--- src/assert_macros.svh ---
// Assertion helpers shared by the RTL. Bodies vanish when SYNTHESIS is defined.
`ifndef ASSERT_MACROS_SVH
`define ASSERT_MACROS_SVH

`ifndef SYNTHESIS

// Implication checked in the same cycle.
`define ASSERT_SAME(label, clk, rst_n, ante, cons) \
	label: assert property (@(posedge clk) disable iff (!rst_n) (ante) |-> (cons)) \
		else $error("assertion failed");

// Implication checked in the following cycle.
`define ASSERT_NEXT(label, clk, rst_n, ante, cons) \
	label: assert property (@(posedge clk) disable iff (!rst_n) (ante) |=> (cons)) \
		else $error("assertion failed");

`else

`define ASSERT_SAME(label, clk, rst_n, ante, cons)
`define ASSERT_NEXT(label, clk, rst_n, ante, cons)

`endif

`endif

--- src/scr_pkg.sv ---
package scr_pkg;

	localparam int CHANNELS    = 2;
	localparam int SAMPLE_BITS = 12;
	localparam int PIN_BITS    = 12;
	localparam int BIAS_BITS   = 12;
	localparam int PERIOD_BITS = 7;
	localparam int LED_BITS    = 8;
	// Threshold sums need two bits above the wider of sample and bias.
	localparam int SUM_W = ((SAMPLE_BITS > BIAS_BITS) ? SAMPLE_BITS : BIAS_BITS) + 2;

	localparam logic [BIAS_BITS-1:0]   BIAS_RESET   = BIAS_BITS'(248);
	localparam logic [PERIOD_BITS-1:0] PERIOD_RESET = PERIOD_BITS'(100);

	typedef logic [SAMPLE_BITS-1:0] sample_t;

	typedef enum logic [1:0] {
		OP_SAMPLE = 2'd0,
		OP_END    = 2'd1,
		OP_TICK   = 2'd2
	} opcode_t;

	typedef enum logic [1:0] {
		DIR_CENTRE = 2'd0,
		DIR_UP     = 2'd1,
		DIR_DOWN   = 2'd2
	} dir_t;

	typedef enum logic {
		REG_BIAS   = 1'b0,
		REG_PERIOD = 1'b1
	} reg_idx_t;

	typedef struct packed {
		logic sample_en;
		logic end_en;
		logic seen;
	} lane_ctrl_t;

	typedef struct packed {
		logic                fire;
		logic                forced;
		logic [PIN_BITS-1:0] buttons;
		dir_t                dir_x;
		dir_t                dir_y;
	} report_t;

endpackage

--- src/stick_calibrate_and_report_core.sv ---
// Analog stick and button conditioner.
// Input beats (in_valid/in_ready) carry an opcode, two 12-bit axis samples and
// twelve button pin levels. While calibrating, sample beats update each axis's
// peak high, peak low and running mean; an end beat stores each axis spread and
// switches to running. In running, each check tick classifies both axes as up,
// down or centre and sends a report beat (out_valid/out_ready) when the buttons
// or a direction changed, or when the heartbeat counter reaches its period.
// Beats with an opcode that does not fit the phase are accepted and dropped.
// One input beat is taken every cycle unless an untaken report holds the
// output register. The axis lanes classify in the accept cycle into a stage
// register, the merge stage decides from that register, and the report is
// then captured in the output register, where it waits to be taken.
// The output register is the only buffer: while it holds an untaken report,
// in_ready is low and the pipeline holds; when it is taken, the next beat
// flows in the same cycle. Reset (arst_n low) returns the block to
// calibration, clears all history and restores the two APB registers
// (dead band bias at address 0, heartbeat period at address 4).
`include "assert_macros.svh"

module stick_calibrate_and_report_core
	import scr_pkg::*;
(
	input  logic                 clk,
	input  logic                 arst_n,
	// APB configuration port
	input  logic                 psel,
	input  logic                 penable,
	input  logic                 pwrite,
	input  logic [2:0]           paddr,
	input  logic [31:0]          pwdata,
	output logic [31:0]          prdata,
	output logic                 pready,
	// Input channel
	input  logic                 in_valid,
	output logic                 in_ready,
	input  logic [1:0]           opcode,
	input  logic [11:0]          sample_x,
	input  logic [11:0]          sample_y,
	input  logic [PIN_BITS-1:0]  button_pins,
	// Output channel
	output logic                 out_valid,
	input  logic                 out_ready,
	output logic [PIN_BITS-1:0]  buttons,
	output logic [1:0]           dir_x,
	output logic [1:0]           dir_y,
	output logic [LED_BITS-1:0]  led_pattern,
	output logic                 forced
);

	// Configuration registers. pready is tied high, so no access is held
	// in wait states.
	logic [BIAS_BITS-1:0]   bias_q;
	logic [PERIOD_BITS-1:0] period_q;
	logic                   cfg_write;

	assign pready    = 1'b1;
	assign cfg_write = psel && penable && pwrite;

	always_ff @(posedge clk or negedge arst_n) begin
		if (!arst_n) begin
			bias_q   <= BIAS_RESET;
			period_q <= PERIOD_RESET;
		end else if (cfg_write) begin
			unique case (reg_idx_t'(paddr[2]))
				REG_BIAS:   bias_q   <= pwdata[BIAS_BITS-1:0];
				REG_PERIOD: period_q <= pwdata[PERIOD_BITS-1:0];
				default:    ;
			endcase
		end
	end

	always_comb begin
		unique case (reg_idx_t'(paddr[2]))
			REG_BIAS:   prdata = 32'(bias_q);
			REG_PERIOD: prdata = 32'(period_q);
			default:    prdata = '0;
		endcase
	end

	// Flow control: everything advances whenever the output register is free
	// or is being emptied in this cycle.
	logic out_valid_q;
	logic advance;
	logic accept;

	assign advance  = !out_valid_q || out_ready;
	assign in_ready = advance;
	assign accept   = in_valid && in_ready;

	// Phase tracking. The block leaves calibration once and never returns
	// short of a reset.
	logic       phase_q;
	logic       seen_q;
	logic       cal_sample;
	logic       cal_end;
	logic       run_tick;
	lane_ctrl_t lane_ctrl;

	assign cal_sample = accept && !phase_q && (opcode == OP_SAMPLE);
	assign cal_end    = accept && !phase_q && (opcode == OP_END);
	assign run_tick   = accept && phase_q && (opcode == OP_TICK);

	assign lane_ctrl.sample_en = cal_sample;
	assign lane_ctrl.end_en    = cal_end;
	assign lane_ctrl.seen      = seen_q;

	always_ff @(posedge clk or negedge arst_n) begin
		if (!arst_n) begin
			phase_q <= 1'b0;
			seen_q  <= 1'b0;
		end else begin
			if (cal_end) phase_q <= 1'b1;
			if (cal_sample) seen_q <= 1'b1;
		end
	end

	// One lane per axis. Axes past the second have no input and read zero.
	sample_t [CHANNELS-1:0] lane_sample;
	dir_t    [CHANNELS-1:0] lane_dir;

	always_comb begin
		for (int i = 0; i < CHANNELS; i++) begin
			lane_sample[i] = '0;
		end
		lane_sample[0] = sample_t'(sample_x);
		if (CHANNELS > 1) lane_sample[CHANNELS > 1 ? 1 : 0] = sample_t'(sample_y);
	end

	for (genvar g = 0; g < CHANNELS; g++) begin : g_lane
		scr_lane u_lane (
			.clk    (clk),
			.arst_n (arst_n),
			.ctrl   (lane_ctrl),
			.sample (lane_sample[g]),
			.bias   (bias_q),
			.dir    (lane_dir[g])
		);
	end

	// Stage register between the lanes and the merge logic.
	logic                tick_s1;
	dir_t [CHANNELS-1:0] dir_s1;
	logic [PIN_BITS-1:0] pins_s1;

	always_ff @(posedge clk or negedge arst_n) begin
		if (!arst_n) begin
			tick_s1 <= 1'b0;
		end else if (advance) begin
			tick_s1 <= run_tick;
		end
	end

	always_ff @(posedge clk) begin
		if (advance) begin
			dir_s1  <= lane_dir;
			pins_s1 <= button_pins;
		end
	end

	// Merge stage: change detection and the heartbeat counter.
	report_t report;

	scr_merge u_merge (
		.clk    (clk),
		.arst_n (arst_n),
		.tick   (tick_s1 && advance),
		.dirs   (dir_s1),
		.pins   (pins_s1),
		.period (period_q),
		.report (report)
	);

	// Output register.
	logic [PIN_BITS-1:0] buttons_q;
	dir_t                dir_x_q;
	dir_t                dir_y_q;
	logic                forced_q;

	always_ff @(posedge clk or negedge arst_n) begin
		if (!arst_n) begin
			out_valid_q <= 1'b0;
		end else if (advance) begin
			out_valid_q <= report.fire;
		end
	end

	always_ff @(posedge clk) begin
		if (advance && report.fire) begin
			buttons_q <= report.buttons;
			dir_x_q   <= report.dir_x;
			dir_y_q   <= report.dir_y;
			forced_q  <= report.forced;
		end
	end

	assign out_valid   = out_valid_q;
	assign buttons     = buttons_q;
	assign dir_x       = dir_x_q;
	assign dir_y       = dir_y_q;
	assign led_pattern = ~buttons_q[LED_BITS-1:0];
	assign forced      = forced_q;

	`ASSERT_NEXT(a_phase_sticky, clk, arst_n, phase_q, phase_q)
	`ASSERT_SAME(a_tick_in_running, clk, arst_n, tick_s1, phase_q)
	`ASSERT_SAME(a_report_from_tick, clk, arst_n, $rose(out_valid_q), $past(tick_s1))
	`ASSERT_SAME(a_no_accept_when_full, clk, arst_n, out_valid_q && !out_ready, !in_ready)

endmodule

--- src/scr_lane.sv ---
module scr_lane
	import scr_pkg::*;
(
	input  logic                 clk,
	input  logic                 arst_n,
	input  lane_ctrl_t           ctrl,
	input  sample_t              sample,
	input  logic [BIAS_BITS-1:0] bias,
	output dir_t                 dir
);

	sample_t peak_high_q;
	sample_t peak_low_q;
	sample_t mean_q;
	sample_t spread_q;

	logic [SAMPLE_BITS:0] mean_sum;
	logic [SUM_W-1:0]     up_thr;
	logic [SUM_W-1:0]     down_lhs;
	logic                 is_up;
	logic                 is_down;

	assign mean_sum = {1'b0, mean_q} + {1'b0, sample};

	always_ff @(posedge clk or negedge arst_n) begin
		if (!arst_n) begin
			peak_high_q <= '0;
			peak_low_q  <= '1;
			mean_q      <= '0;
			spread_q    <= '0;
		end else if (ctrl.sample_en) begin
			if (sample > peak_high_q) peak_high_q <= sample;
			if (sample < peak_low_q) peak_low_q <= sample;
			mean_q <= (mean_q != '0) ? mean_sum[SAMPLE_BITS:1] : sample;
		end else if (ctrl.end_en) begin
			if (ctrl.seen && (peak_high_q >= peak_low_q)) begin
				spread_q <= peak_high_q - peak_low_q;
			end else begin
				spread_q <= '0;
			end
		end
	end

	// The down test s <= mean - spread - bias is rearranged so that it stays unsigned.
	assign up_thr   = SUM_W'(mean_q) + SUM_W'(spread_q) + SUM_W'(bias);
	assign down_lhs = SUM_W'(sample) + SUM_W'(spread_q) + SUM_W'(bias);
	assign is_up    = SUM_W'(sample) >= up_thr;
	assign is_down  = down_lhs <= SUM_W'(mean_q);

	assign dir = is_up ? DIR_UP : (is_down ? DIR_DOWN : DIR_CENTRE);

endmodule

--- src/scr_merge.sv ---
module scr_merge
	import scr_pkg::*;
(
	input  logic                   clk,
	input  logic                   arst_n,
	input  logic                   tick,
	input  dir_t [CHANNELS-1:0]    dirs,
	input  logic [PIN_BITS-1:0]    pins,
	input  logic [PERIOD_BITS-1:0] period,
	output report_t                report
);

	logic [PIN_BITS-1:0]    last_buttons_q;
	dir_t [CHANNELS-1:0]    last_dir_q;
	logic [PERIOD_BITS-1:0] tick_count_q;

	logic                   changed;
	logic [PERIOD_BITS-1:0] count_next;
	logic                   fire;

	always_comb begin
		changed = (pins != last_buttons_q);
		for (int i = 0; i < CHANNELS; i++) begin
			if (dirs[i] != last_dir_q[i]) changed = 1'b1;
		end
	end

	assign count_next = tick_count_q + PERIOD_BITS'(1);
	assign fire       = changed || (count_next == period);

	always_ff @(posedge clk or negedge arst_n) begin
		if (!arst_n) begin
			last_buttons_q <= '0;
			last_dir_q     <= {CHANNELS{DIR_CENTRE}};
			tick_count_q   <= '0;
		end else if (tick) begin
			last_buttons_q <= pins;
			last_dir_q     <= dirs;
			tick_count_q   <= fire ? '0 : count_next;
		end
	end

	always_comb begin
		report.fire    = tick && fire;
		report.forced  = !changed;
		report.buttons = pins;
		report.dir_x   = dirs[0];
		report.dir_y   = DIR_CENTRE;
		if (CHANNELS > 1) report.dir_y = dirs[CHANNELS > 1 ? 1 : 0];
	end

endmodule
--- config.mk ---
export PLATFORM = sky130hd
export DESIGN_NAME = stick_calibrate_and_report_core
export DESIGN_NICKNAME = d
export VERILOG_FILES = /design/src/scr_pkg.sv /design/src/stick_calibrate_and_report_core.sv /design/src/scr_lane.sv /design/src/scr_merge.sv
export VERILOG_INCLUDE_DIRS = /design/src /design/src/src
export SDC_FILE = /design/constraint.sdc
export NUM_CORES = 1
export LEC_CHECK = 0
export ABC_AREA = 1
export BUFFER_PORTS_ARGS = -buffer_cell sky130_fd_sc_hd__clkbuf_2
export CORE_UTILIZATION = 66
export DETAILED_ROUTE_END_ITERATION = 8
export GPL_TIMING_DRIVEN = 0
export PLACE_DENSITY_LB_ADDON = 0.3
export SETUP_SLACK_MARGIN = 0.15
export SYNTH_ARGS = -nofsm -noshare
export SYNTH_HDL_FRONTEND = slang
export SYNTH_HIERARCHICAL = 1
export SYNTH_SLANG_ARGS = --single-unit
--- constraint.sdc ---
create_clock -name clk -period 6.39 [get_ports clk]
set_input_delay 0.639 -clock clk [delete_from_list [all_inputs] [get_ports clk]]
set_output_delay 0.639 -clock clk [all_outputs]
set_load 0.02 [all_outputs]
==> results_dict.tcl, run 1 <==
set metrics [dict create \
    status "finished clean" \
    max_stage_delay_ns 0.52 \
    rr_worst_depth 19 \
    critical_path_arrival_ns 4.15 \
    setup_viol 0 \
    initial_core_util_pct 66.95 \
    synth_area_mm2 0.01623 \
    fin_util_pct 73.62 \
    routedWlPerCell_um 16.52 \
    synth_edf_count 33 \
    min_period_over_period_pct 61.90 \
    r2r-start "bias_q[1]" \
    criticalPathCategory "flip-flop to flip-flop" \
    ys_ff_latch 175 \
    postSynth.asyncResetShare_pct 81.14 \
    max_freq_mhz 252.8 \
    die_area_mm2 0.02523 \
    grtUsageTotal_pct 35.59 \
    crit_chain "inv_1, fa_1, inv_1, ha_1, inv_1, fa_1, o21ai_2, nand2_1, nand2_1, a21oi_1, xor2_1, ha_1, nand2_1, nor2_1, nand2_1, nand2_1, nand2_1, nor2_1, nor2_1" \
    hold_violations 0 \
    portBuffers 96 \
    ys_seq_area_share_pct 28.24 \
    wl_um 43440 \
    antenna_left 0 \
    fin_skew_ns 0.01250 \
    critPathSlowestCell "dfrtp_1" \
    num-fill-cells 1854 \
    reg2reg_slack_ns 2.43 \
    avgSynthCellArea_um2 7.526 \
    cts_resized 0 \
    hold_class "input pin to asynchronous set/reset pin" \
    htreeDepth 4 \
    nets 2613 \
    first_global_vias 14740 \
    place_congestion 0.9240 \
    layout-drive-gt1-share_pct 14.79 \
    dieWidth_um 158.8 \
    power_mw 3.755 \
    final_common_cell "nand2_1" \
    drv_slew 0 \
    timing.rr.end "dir_s1[1]" \
    firstDrtPassIters 8 \
    multi_input_area_mm2 0.009976 \
    worst_setup_path_end_kind "flip-flop" \
    p_per_area_mw_per_mm2 210.3 \
    via_per_inst 5.660 \
    cts_tree "built" \
    drcViolationCount 0 \
    setup_tns_ns 0 \
    n_antenna_cell 0 \
    hold_buffers 0 \
    dr_total_vias 14880 \
    netlist_instances 2157 \
    antenna_found_initial 0 \
    rsz0062_at_grt "false" \
    synth_warnings 6 \
    cts_max_path_buffers 2 \
    grt_max_degree 81 \
    grt_pass1_wl_um 71590 \
    worst_slew_pin_slew_ns 0.9892 \
    cp.required_ns 6.58 \
    cp-startpoint "bias_q[1]" \
    leakage_nw 9.562 \
    ir_worst_vdd_mv 0.1401 \
    grt-ovfl-total 0 \
    dr.first_iter.drc_count 1136 \
    clock-root-buffer "clkbuf_16" \
    insertion_delay_ns 0.45 \
    num_io_pins 140 \
    die_h_um 158.8 \
    num_rows 57 \
    coreArea_mm2 0.02425 \
    ys_types 56 \
    crit_top_cell "nand2_1" \
    cts_buffers 17 \
    critPathLaunchType "flip-flop" \
    cts_setup_buffers 0 \
    synth-main-ff-cell "dfrtp_1" \
    final_cell_mix "654 x nand2_1, 319 x inv_1, 185 x ha_1, 125 x nand3_1, 123 x nor2_1" \
    worst-path-max-fanout 4 \
    slew_headroom_pct 33.89 \
    post-dp-hpwl_um 33160 \
    min_period_ns 3.956 \
    clock-sinks 175 \
    maxCapViolations 0 \
    clk_pin_slew_ns 0.08 \
    area.growth.synth_to_final_pct 9.965 \
    seqCellArea_mm2 0.004584 \
]
==> power by group <==
part | switching [mW] | total, mW | internal, mW
Combinational | 0.769 | 1.29 | 0.519
Sequential | 0.125 | 1.36 | 1.24
Clock | 0.564 | 1.11 | 0.541
Total | 1.46 | 3.75 | 2.30
==> metrics by stage <==
step	instance area [um2]	setup WS [ns]	hold WS (ns)	instances
detailed placement	17230	1.769	0.4525	2597
global placement	17190	1.949	0.4473	2596
CTS	17850	2.108	0.1719	2629
global route	17850	2.069	0.1857	2629
floorplan	16310	2.903	0.3434	2176
finish	17850	2.434	0.1493	2629
==> cells in the mapped netlist, types with 2 or more instances <==
cell / number / area share, %
a21oi_2: 2 / 0.11
clkinv_1: 3 / 0.069
o21bai_1: 9 / 0.42
nor2_2: 6 / 0.23
conb_1: 2 / 0.046
dfrtp_1: 110 / 17
o21ai_0: 57 / 1.8
dfstp_2: 32 / 5.2
or2_2: 6 / 0.23
nand3_2: 9 / 0.55
inv_2: 11 / 0.25
o21ai_2: 47 / 2.5
a31oi_1: 5 / 0.19
a21oi_1: 108 / 3.3
buf_2: 7 / 0.22
nor2_1: 124 / 2.9
xor2_1: 30 / 1.6
nand2_4: 2 / 0.14
nor3_1: 10 / 0.31
nand3_1: 125 / 3.9
nand3b_1: 4 / 0.18
nor2_4: 3 / 0.21
buf_6: 7 / 0.49
buf_4: 41 / 1.9
xnor2_1: 27 / 1.5
buf_1: 2 / 0.046
inv_1: 319 / 7.4
ha_1: 185 / 14
nand2_1: 654 / 15
a22oi_1: 2 / 0.092
o21a_1: 2 / 0.092
clkbuf_1: 9 / 0.21
edfxtp_1: 33 / 6.1
fa_1: 56 / 6.9
nand4_1: 41 / 1.6
o211ai_1: 3 / 0.14
nand2_2: 28 / 1.1
o21ai_1: 11 / 0.34
a21o_1: 8 / 0.37
==> layout make-up <==
cell class                 instances  area share (%)
multi-input combinational       1600           55.88
sequential                       175           25.68
inverter                         333           7.002
timing repair buffer              97           2.895
buffer                            68           2.789
clock buffer                      17           2.383
tap                              324           2.271
clock inverter                    15           1.100
==> worst max-delay path, delay by kind of cell, from the launching register on <==
| family | cells | cell delay (ns) |
|---|---|---|
| XOR/XNOR | 1 | 0.15 |
| adder cells (fa/ha/maj) | 4 | 1.43 |
| AO/OA/AOI/OAI | 2 | 0.32 |
| flip-flops | 1 | 0.52 |
| buffers and inverters | 3 | 0.33 |
| AND/OR/NAND/NOR | 9 | 0.93 |
==> worst max path at each step <==
stage,to,slack (ns),depth (start not counted)
4_1_cts,dir_x[1],2.11,9
3_3_place_gp,dir_x[0],1.95,11
2_1_floorplan,buttons[0],2.90,10
3_5_place_dp,dir_x[0],1.77,11
5_1_grt,dir_x[1],2.07,9
6_report,dir_s1[1],2.43,19
==> sequential cells by signal (all words and copies together), names as in the netlist, 2 cells and up <==
signal and cells:
u_merge/last_buttons_q 12, g_lane.u_lane/peak_low_q 24, u_merge/last_dir_q 4, g_lane.u_lane/spread_q 24, buttons 12, g_lane.u_lane/mean_q 24, g_lane.u_lane/peak_high_q 24, dir_y 2
bias_q 12, u_merge/tick_count_q 7, pins_s1 12, period_q 7, dir_s1 4, dir_x 2
==> cell families after synthesis <==
family,synth area share (%)
buf+inv,10.77
compound gates,9.603
fa+ha+maj,21.16
xor+xnor,3.075
flops,28.24
simple gates,27.11
other cells,0.04626
==> per-layer routing <==
metal | track usage, % | routed length (um)
met1 | 42.92 | 17370
met5 | 0 | 0
met4 | 18.05 | 2017
met2 | 62.04 | 21370
met3 | 4.911 | 2681
No activity file was read; power rests on OpenSTA's default activity.
==> inputs of run 2 (changes only) <==
--- a/config.mk
+++ b/config.mk
@@ -8,7 +8,7 @@
 export LEC_CHECK = 0
 export ABC_AREA = 1
 export BUFFER_PORTS_ARGS = -buffer_cell sky130_fd_sc_hd__clkbuf_2
-export CORE_UTILIZATION = 66
+export CORE_UTILIZATION = 56
 export DETAILED_ROUTE_END_ITERATION = 8
 export GPL_TIMING_DRIVEN = 0
 export PLACE_DENSITY_LB_ADDON = 0.3
==> constraint.sdc (replaced) <==
create_clock -name clk -period 3.4 [get_ports clk]
set_input_delay 0.34 -clock clk [delete_from_list [all_inputs] [get_ports clk]]
set_output_delay 0.34 -clock clk [all_outputs]
set_load 0.02 [all_outputs]
==> run 2 against run 1 <==
  * The flow now finishes with violations (negative setup slack)
  * Worst hold slack got worse by 0.097 ns
  * Count of clock-buffer cells in the layout unchanged
  * Final cell count increased by 3.5%
  * Worst setup slack got worse by 2.6 ns
  * Clock skew increased by 0.0071 ns
  * Flip-flop and latch count unchanged
  * Combinational power increased by 110%
  * Via count decreased by 0.73%
  * Non-clock buffer count increased by 38
  * Final area increased by 3.4%
  * First-iteration DRC count decreased by 0.53%
  * Clock power increased by 86%
  * Critical endpoint unchanged
  * Largest power group is now combinational logic
  * Highest routed layer unchanged
==> results_dict.tcl, run 2 (synthesis results as in run 1) <==
set metrics [dict create \
    hold_violations 0 \
    top_layer_used "met4" \
    leakage_nw 9.760 \
    grt_max_degree 91 \
    num_rows 61 \
    num-fill-cells 2421 \
    htreeDepth 4 \
    critPathLaunchType "flip-flop" \
    portBuffers 96 \
    max_freq_mhz 279.1 \
    drcViolationCount 0 \
    min_period_over_period_pct 105.4 \
    cp.required_ns 3.62 \
    die_area_mm2 0.02968 \
    grtUsageTotal_pct 30.51 \
    drv_slew 0 \
    final_common_cell "nand2_1" \
    place_inst 2651 \
    insertion_delay_ns 0.47 \
    final_cell_mix "640 x nand2_1, 308 x inv_1, 174 x ha_1, 121 x nor2_1, 118 x nand3_1" \
    critical_path_arrival_ns 3.80 \
    num_io_pins 140 \
    dieWidth_um 172.3 \
    area.growth.synth_to_final_pct 13.71 \
    r2r-start "bias_q[1]" \
    initial_core_util_pct 57.64 \
    worst-path-max-fanout 3 \
    cts_max_path_buffers 2 \
    status "complete, but fails checks" \
    dr_total_vias 14770 \
    p_per_area_mw_per_mm2 395.6 \
    timing.rr.end "dir_s1[1]" \
    setup_viol 4 \
    place_congestion 0.9597 \
    wl_met3_um 2513 \
    nets 2651 \
    violations "negative setup slack" \
    min_path_cells 1 \
    firstDrtPassIters 6 \
    cts_tree "built" \
    coreArea_mm2 0.02816 \
    seqCellArea_mm2 0.004587 \
    setup_tns_ns -0.3336 \
    via_per_inst 5.427 \
    min_from "button_pins[10]" \
    dr_wl_met2_um 21160 \
    timing.final.ws_setup_ns -0.1836 \
    rr_worst_depth 23 \
    min_period_ns 3.584 \
    first_global_vias 14210 \
    wl_met1_um 18360 \
    die_h_um 172.3 \
    antenna_left 0 \
    clock-root-buffer "clkbuf_16" \
    cts_buffers 17 \
    instances_no_fill 2722 \
    routedWlPerCell_um 16.14 \
    clk_pin_slew_ns 0.08 \
    antenna_found_initial 0 \
    hold_class "input pin to flip-flop" \
    post-dp-hpwl_um 33310 \
    min_to "pins_s1[10]" \
    maxCapViolations 0 \
    ir_worst_vdd_mv 0.3593 \
    multi_input_area_mm2 0.01022 \
    worst_setup_path_end_kind "flip-flop" \
    layout-drive-gt1-share_pct 18.78 \
    wl_um 43920 \
    clock-sinks 175 \
    fin_skew_ns 0.01959 \
    dr.first_iter.drc_count 1130 \
    reg2reg_slack_ns -0.18 \
    slew_headroom_pct 41.62 \
    fin_util_pct 65.55 \
    grt_pass1_wl_um 69320 \
    criticalPathCategory "flip-flop to flip-flop" \
    worst_slew_pin_slew_ns 0.8690 \
    grt-ovfl-total 0 \
    rsz0062_at_grt "true" \
]
[run 2: changes by cell type in the layout (fill, tap and decap cells not counted), sizes merged]
cell / previous run / this run
clkinvlp: 0 / 2
clkinv: 9 / 4
inv: 339 / 341
bufinv: 0 / 1
buf: 60 / 97
dlygate4sd3: 0 / 1
diode: 0 / 1
[run 2: final cells by class]
type	count	share of cell area [%]
sequential	175	24.85
inverter	333	6.771
tap	378	2.562
antenna	1	0.01356
timing repair buffer	135	4.446
clock buffer	17	2.304
buffer	68	2.698
multi-input combinational	1600	55.35
clock inverter	15	1.003
[run 2: timing repair]
action,in CTS,in global routing
pin swaps,31,25
buffers inserted,28,9
hold buffers,1,0
setup endpoints to repair,21,21
gates cloned,0,0
endpoints found under the hold margin,40,0
gates resized for setup,45,24
[run 2: routing by layer]
metal / vias to the layer above / GRT usage (%)
met1: 6945 / 36.99
met2: 493 / 52.17
li1: 7226 / -
met4: 0 / 15.01
met3: 109 / 5.379
met5: - / 0
[run 2: how the worst max path moves through the flow]
stage,start,endpoint
after global routing,bias_q[1],dir_s1[1]
after floorplan,bias_q[1],dir_s1[0]
after CTS,bias_q[1],dir_s1[0]
after detailed placement,out_ready,dir_x[0]
after global placement,out_ready,dir_x[1]
final,bias_q[1],dir_s1[1]
[run 2: through the flow]
stage	power [mW]	setup slack, ns	hold slack [ns]	area (um2)
after global placement	4.821	-0.6452	0.4488	17260
after floorplan	4.270	0.1735	0.04441	16310
after detailed placement	4.943	-0.7100	0.3366	17300
after global routing	7.772	-0.2699	0.03446	18460
after CTS	7.204	0.004016	0.03334	18280
final	7.303	-0.1836	0.05245	18460
[run 2: power by group]
part	internal [mW]	leakage (nW)	switching (mW)
Combinational	1.14	7.37	1.55
Clock	1.07	0.296	1.00
Sequential	2.32	2.09	0.213
[run 2: critical path, stage by stage (launching register included)]
cell and delay, ns:
dfrtp_2 0.50, inv_2 0.11, fa_1 0.40, inv_1 0.07, ha_2 0.19, inv_2 0.04
fa_2 0.40, inv_2 0.08, nand3_2 0.09, nand2_2 0.12, nand2_2 0.06, nand2_2 0.07
nand3_2 0.06, nand2_1 0.07, xor2_1 0.07, ha_1 0.32, nand2_2 0.06, nor2_2 0.12
and3_1 0.17, nand2_1 0.05, nand2_1 0.06, nand2_1 0.07, nand2_1 0.10, nor2_1 0.05
